### config.mk
export PLATFORM = sky130hd
export DESIGN_NAME = ksjt_cfg
export DESIGN_NICKNAME = d
export VERILOG_FILES = /design/src/rtl/ksjt_pkg.sv /design/src/rtl/ksjt_cfg.sv
export SDC_FILE = /design/constraint.sdc
export NUM_CORES = 1
export LEC_CHECK = 0
export ABC_AREA = 1
export BUFFER_PORTS_ARGS = -buffer_cell sky130_fd_sc_hd__buf_2
export CAP_MARGIN = 20
export CORE_MARGIN = 3
export CORE_UTILIZATION = 33
export DETAILED_ROUTE_END_ITERATION = 16
export PLACE_DENSITY = 0.77
export SLEW_MARGIN = 0
export SYNTH_ARGS = -nofsm -noshare
export SYNTH_HDL_FRONTEND = slang
export SYNTH_SLANG_ARGS = --single-unit
### constraint.sdc
create_clock -name clk -period 0.8 [get_ports clk]
set_input_delay 0.04 -clock clk [delete_from_list [all_inputs] [get_ports clk]]
set_output_delay 0.04 -clock clk [all_outputs]
set_load 0.005 [all_outputs]
### src/rtl/ksjt_pkg.sv
package ksjt_pkg;

  // table geometry
  localparam int NODE_SLOTS = 1024;
  localparam int LEVELS     = 30;

  // fixed field widths
  localparam int NODE_W     = 11;
  localparam int COUNT_W    = 30;
  localparam int MODE_W     = 2;

  localparam int LVL_W      = (LEVELS > 1) ? $clog2(LEVELS) : 1;
  localparam int DEPTH      = LEVELS * NODE_SLOTS;
  localparam int ADDR_W     = (DEPTH > 1) ? $clog2(DEPTH) : 1;

  // configuration port
  localparam int CFG_ADDR_W = 3;
  localparam int CFG_DATA_W = 32;
  localparam logic [CFG_ADDR_W-3:0] REG_NODE_COUNT = '0;
  localparam logic [NODE_W-1:0]     NODE_COUNT_RST = NODE_W'(1024);

  typedef enum logic [MODE_W-1:0] {
    MODE_LOAD   = 2'd0,
    MODE_BUILD  = 2'd1,
    MODE_QUERY  = 2'd2,
    MODE_UNUSED = 2'd3
  } mode_t;

  typedef enum logic {
    KIND_BUILD = 1'b0,
    KIND_QUERY = 1'b1
  } kind_t;

  typedef struct packed {
    logic [MODE_W-1:0]  mode;
    logic [NODE_W-1:0]  node_id;
    logic [NODE_W-1:0]  successor;
    logic [COUNT_W-1:0] jump_count;
  } in_item_t;

  typedef struct packed {
    logic              kind;
    logic [NODE_W-1:0] result_node;
  } out_item_t;

  // node ids 1..NODE_SLOTS have a row; 0 is none
  function automatic logic node_ok(input logic [NODE_W-1:0] node);
    return (node != '0) && (node <= NODE_W'(NODE_SLOTS));
  endfunction

  // flat address: level-major, row = node - 1
  function automatic logic [ADDR_W-1:0] tbl_addr(input logic [LVL_W-1:0]  lvl,
                                                 input logic [NODE_W-1:0] node);
    logic [ADDR_W-1:0] row;
    logic [ADDR_W-1:0] base;
    row  = ADDR_W'(node - NODE_W'(1));
    base = ADDR_W'(ADDR_W'(lvl) * ADDR_W'(NODE_SLOTS));
    return base + row;
  endfunction

endpackage

### src/rtl/ksjt_cfg.sv
module ksjt_cfg (
  input  logic                                clk,
  input  logic                                rst_n,
  input  logic                                psel,
  input  logic                                penable,
  input  logic                                pwrite,
  input  logic [ksjt_pkg::CFG_ADDR_W-1:0]     paddr,
  input  logic [ksjt_pkg::CFG_DATA_W-1:0]     pwdata,
  output logic [ksjt_pkg::CFG_DATA_W-1:0]     prdata,
  output logic                                pready,
  output logic [ksjt_pkg::NODE_W-1:0]         node_count
);
  import ksjt_pkg::*;

  logic                  sel_node_count;
  logic                  wr_fire;
  logic [NODE_W-1:0]     node_count_r;
  logic [NODE_W-1:0]     node_count_nxt;

  assign pready         = 1'b1;
  assign sel_node_count = (paddr[CFG_ADDR_W-1:2] == REG_NODE_COUNT);
  assign wr_fire        = psel && penable && pwrite && pready;

  always_comb begin
    node_count_nxt = node_count_r;
    if (wr_fire && sel_node_count) begin
      node_count_nxt = pwdata[NODE_W-1:0];
    end
  end

  always_ff @(posedge clk) begin
    if (!rst_n) begin
      node_count_r <= NODE_COUNT_RST;
    end else begin
      node_count_r <= node_count_nxt;
    end
  end

  always_comb begin
    prdata = '0;
    if (sel_node_count) begin
      prdata = CFG_DATA_W'(node_count_r);
    end
  end

  assign node_count = node_count_r;

endmodule

==> results of run 1 <==
[cells by family (layout without fill, tap and decap cells)]
logic type,after synthesis,in the layout,share of synthesized area
AO/OA/AOI/OAI,1,1,0.00676
AND/OR/NAND/NOR,57,57,0.318
other,2,22,0.0102
flip-flops,11,11,0.298
buffers and inverters,49,72,0.367
[worst reg2reg max path: stages (launching register included)]
cell	delay, ns
dfxtp_2	0.33
buf_4	0.12
nor2_1	0.09
nor2_1	0.05
[timing repair]
action | CTS | global route
pin swaps | 0 | 7
gates resized for setup | 12 | 8
hold buffers | 1 | 0
setup endpoints to repair | 11 | 11
buffers inserted | 0 | 2
hold endpoints to repair | 1 | 0
[power by group through the flow]
stage	logic, W	clock network (W)	registers [W]
after CTS	0.000221	0.000373	0.000584
final	0.000228	0.000359	0.000586
after global placement	0.000214	0	0.000593
after global routing	0.000265	0.000402	0.000589
after detailed placement	0.000216	0	0.000593
after floorplan	0.000197	0	0.000594
[final timing paths]
kind,start,end,cells past startpoint
worst max-delay path,node_count[1],prdata[1],3
worst min-delay path,rst_n,node_count[10],2
worst max register to register,node_count[2],node_count[2],3
worst min register to register,node_count[5],node_count[5],2
[layout make-up]
cell class / count / share of cell area
multi-input cells: 80 / 0.342
repair buffers: 44 / 0.252
flip-flops and latches: 11 / 0.248
inverters: 24 / 0.0954
well taps: 27 / 0.0358
clock buffers: 4 / 0.0278
[metrics by stage]
stage	TNS, ns	cell area, µm²
floorplan	0	815
global placement	-0.272	880
detailed placement	-0.525	880
CTS	-0.663	930
global route	-1.23	945
finish	-0.585	945
[placed cells by master, fill, tap and decap left out]
cell type      count
buf_2             38
buf_4              5
clkbuf_1           1
clkbuf_4           3
conb_1            22
dfxtp_2           11
dlygate4sd3_1      1
inv_1             13
inv_2             11
nand2_1           12
nand2_2            1
nand3_1           11
nor2_1            31
nor2_2             2
o21ai_0            1
[routing by layer]
layer,routed length (µm),vias up,GRT usage
met1,667,278,0.141
met2,696,36,0.141
met5,0,-,0
met4,0,0,0.0383
li1,-,385,-
met3,173,0,0.0282
==> flow_metrics.tcl, run 1 <==
set metrics [dict create \
    outcome "finished with violations" \
    violations "negative setup slack" \
    num_vias 699 \
    root_buffer "clkbuf_4" \
    critPathArrivalTime_ns 0.82 \
    die-area_um2 2840 \
    numCtsBuffers 3 \
    die_y_um 53.3 \
    path_clk_slew_ns 0.07 \
    cts_tree "done" \
    cp-end-kind "output port" \
    yosysMostFrequentCell "nor2_1" \
    cap_violations 0 \
    synth_common_cells "nor2_1 (31), buf_4 (23), inv_1 (22)" \
    cp_cell_sequence "inv_2, nor2_1, buf_2" \
    numPortBuffers 38 \
    power.total_w 0.00117 \
    syn_avg_cell_area_um2 6.16 \
    period_needed_ns 0.862 \
    hp-class "primary input to flip-flop" \
    drc 0 \
    p_leak_nw 0.573 \
    clock_latency_ns 0.25 \
    peakVddDrop_uv 614 \
    critPathTopFamily "flip-flops" \
    grtUsageTotal 0.100 \
    critPathMaxStageDelay_ns 0.34 \
    htreeDepth 1 \
    whs_ns 0.0706 \
    yosys.area.top_type "dfxtp_1" \
    seq_area_um2 234 \
    ant_nets 0 \
    core_um2 2040 \
    power.switching_w 0.000311 \
    synthFlopType "dfxtp_1" \
    antenna_found_initial 0 \
    grt_pass1_vias 467 \
    synth-edff-count 0 \
    core.rowCount 16 \
    multi_input_area_um2 323 \
    p_int_w 0.000862 \
    final_cells 190 \
    n_fill_cell 236 \
    cts_sinks 11 \
    syn_inst 120 \
    grt_pass1_wl_um 2090 \
    p_seq_frac 0.499 \
    netlist.area_leader.share 0.298 \
    powerDensity_nw_per_um2 1240 \
    period_share 1.08 \
    area_growth_pct 27.7 \
    fmax_mhz 1160 \
    cp-start-kind "flip-flop" \
    async_flop_share 0 \
    hold_violations 0 \
    post-place-ws_ns -0.0607 \
    avgViaCountPerCell 3.68 \
    largest_reg_flops 11 \
    nNetsFinal 204 \
    r2r_slack_ns 0.10 \
    num_antenna_cells 0 \
    finalSetupViolCount 11 \
    clock_path_buffers 2 \
    critPathRequiredTime_ns 0.76 \
    wire_per_inst_um 8.09 \
    rsz0062_at_grt "yes" \
    grt-ovfl-total 0 \
    first_pass_iters 6 \
    finish.utilization 0.463 \
    pwr-share-comb 0.195 \
    slowest_stage "dfxtp_2" \
    drtIter0Drc 5 \
    critPathBufInv 2 \
    ys_top_cells_by_area "dfxtp_1 (30%), buf_4 (23%), nor2_1 (16%), inv_1 (11%), nand3_1 (7.4%)" \
    grt_max_degree 12 \
    clockPowerShare 0.306 \
    seq_area_frac_synth 0.298 \
    critical_path_class "flip-flop to output port" \
    io_pins 84 \
    drive_above_1_share 0.436 \
    gp_congestion 0.706 \
    fin_skew_ns 0 \
    synth_area_um2 739 \
    start_util 0.362 \
    dp.cells 183 \
    worst-path-max-fanout 3 \
    dp_hpwl_um 1230 \
    finalMaxSlewViolations 0 \
    dieWidth_um 53.3 \
    routed_wl_um 1540 \
    yosysWarnings 0 \
    switching_share 0.265 \
    synth_cell_types 13 \
    ys_ff_latch 11 \
    fin_ws_ns -0.0620 \
]
No activity file was read; power rests on OpenSTA's default activity.
==> inputs of run 2 (changes only) <==
--- a/config.mk
+++ b/config.mk
@@ -6,12 +6,12 @@
 export NUM_CORES = 1
 export LEC_CHECK = 0
 export ABC_AREA = 1
-export BUFFER_PORTS_ARGS = -buffer_cell sky130_fd_sc_hd__buf_2
 export CAP_MARGIN = 20
 export CORE_MARGIN = 3
-export CORE_UTILIZATION = 33
+export CORE_UTILIZATION = 40
 export DETAILED_ROUTE_END_ITERATION = 16
-export PLACE_DENSITY = 0.77
+export DONT_BUFFER_PORTS = 1
+export PLACE_DENSITY = 0.56
 export SLEW_MARGIN = 0
 export SYNTH_ARGS = -nofsm -noshare
 export SYNTH_HDL_FRONTEND = slang
==> run 2 against run 1 <==
Effect of this change:
- the flow finishes with violations (negative hold slack, negative setup slack)
- final cell count fell by 24%
- sequential share of layout area increased by 6.6 points
- utilization is 0.94 points higher
- wire length fell by 6.0%
- hold slack worse by 0.21 ns
- clock skew stayed put
==> flow_metrics.tcl, run 2 (same netlist as run 1, synthesis figures left out) <==
set metrics [dict create \
    outcome "finished with violations" \
    violations "negative hold slack, negative setup slack" \
    worst-path-max-fanout 3 \
    peakVddDrop_uv 730 \
    core_um2 1610 \
    period_share 1.00 \
    drtIter0Drc 3 \
    cts_sinks 11 \
    dieWidth_um 49.0 \
    rsz0062_at_grt "yes" \
    critPathRequiredTime_ns 0.76 \
    root_buffer "clkbuf_4" \
    n_fill_cell 184 \
    grt-ovfl-total 0 \
    r2r_slack_ns 0.20 \
    numCtsBuffers 3 \
    nNetsFinal 162 \
    p_leak_nw 0.377 \
    ant_nets 0 \
    finalMaxSlewViolations 0 \
    finalSetupViolCount 1 \
    htreeDepth 1 \
    critPathArrivalTime_ns 0.76 \
    post-place-ws_ns 0.140 \
    area_growth_pct 2.88 \
    whs_ns -0.144 \
    dp_hpwl_um 1050 \
    path_clk_slew_ns 0.07 \
    largest_reg_flops 11 \
    routed_wl_um 1450 \
    die-area_um2 2400 \
    clock_path_buffers 2 \
    hp-class "primary input to flip-flop" \
    cp_cell_sequence "inv_2, nor2_4" \
    drive_above_1_share 0.355 \
    core.rowCount 14 \
    num_vias 599 \
    dp.cells 141 \
    r2r-start "node_count[4]" \
    slowest_stage "dfxtp_2" \
    layout_commonest_cell "conb_1" \
    io_pins 84 \
    fin_skew_ns 0 \
    num_antenna_cells 0 \
    grt_pass1_wl_um 2190 \
    critPathMaxStageDelay_ns 0.35 \
    gp_congestion 0.681 \
    grtUsageTotal 0.118 \
    critical_path_class "flip-flop to output port" \
    final_cells 145 \
    start_util 0.459 \
    hold_violations 11 \
    hold-path-cell-count 1 \
    grt_pass1_vias 533 \
    fmax_mhz 1250 \
    cp-start-kind "flip-flop" \
    mostFrequentLayoutCells "conb_1 (22), nor2_1 (20), inv_2 (13)" \
    fin_ws_ns -0.000690 \
    wire_per_inst_um 9.97 \
    die_y_um 49.0 \
    numPortBuffers 0 \
    first_pass_iters 2 \
    ff2ff_path_depth 2 \
    avgViaCountPerCell 4.13 \
    cap_violations 0 \
    clock_latency_ns 0.26 \
    hp-start "rst_n" \
    cp-end-kind "output port" \
    reg2reg_to "node_count[4]" \
    period_needed_ns 0.801 \
    finish.utilization 0.472 \
    cts_tree "done" \
    powerDensity_nw_per_um2 1440 \
    grt_max_degree 14 \
    antenna_found_initial 0 \
    whs_endpoint "node_count[10]" \
    drc 0 \
    postCtsSetupBuffers 0 \
]
-- run 2: worst max-delay path, delay by kind of cell, from the launching register on --
family	cells	cell delay, ns
buffers and inverters	1	0.05
flip-flops	1	0.35
AND/OR/NAND/NOR	1	0.10
-- run 2: repair_timing --
action                     4_1_cts  5_1_grt
hold endpoints to repair        11       11
pin swaps                        0        1
setup endpoints to repair       11       11
resized for setup               31        6
-- run 2: cell type report --
cell class	count	area [µm²]	share of cell area
well taps	24	30.0	0.0395
repair buffers	2	15.0	0.0197
multi-input cells	80	360	0.474
inverters	24	90.1	0.118
clock buffers	4	26.3	0.0345
flip-flops and latches	11	239	0.314
-- run 2: per-stage QoR --
| step | TNS [ns] | total power, W | instance area (µm²) |
|---|---|---|---|
| 2_1_floorplan | 0 | 0.000791 | 815 |
| 3_3_place_gp | 0 | 0.000722 | 678 |
| 3_5_place_dp | 0 | 0.000724 | 678 |
| 4_1_cts | -0.00978 | 0.00112 | 751 |
| 5_1_grt | -0.303 | 0.00116 | 761 |
| 6_report | -0.000690 | 0.00110 | 761 |
-- run 2: where the power goes --
group          leakage [nW]  total (W)  switching (W)  internal [W]
combinational         0.268   0.000138      0.0000926     0.0000455
sequential           0.0942   0.000587      0.0000208      0.000566
clock                0.0150   0.000372       0.000179      0.000193
-- run 2: worst max-delay path by stage --
| stage | cells past startpoint | slack (ns) | from | endpoint |
|---|---|---|---|---|
| detailed placement | 5 | 0.14 | pwrite | node_count[6] |
| CTS | 2 | -0.005 | node_count[8] | prdata[8] |
| global route | 2 | -0.04 | node_count[8] | prdata[8] |
| global placement | 5 | 0.17 | pwrite | node_count[6] |
| finish | 2 | -0.0007 | node_count[2] | prdata[2] |
| floorplan | 5 | 0.20 | psel | node_count[0] |
-- run 2: metal layers --
layer  global-route usage  vias up  wire (µm)
li1                     -      304          -
met1                0.105      249        543
met2                0.219       44        682
met3               0.0673        2        204
met4               0.0427        0         15
met5                    0        -          0
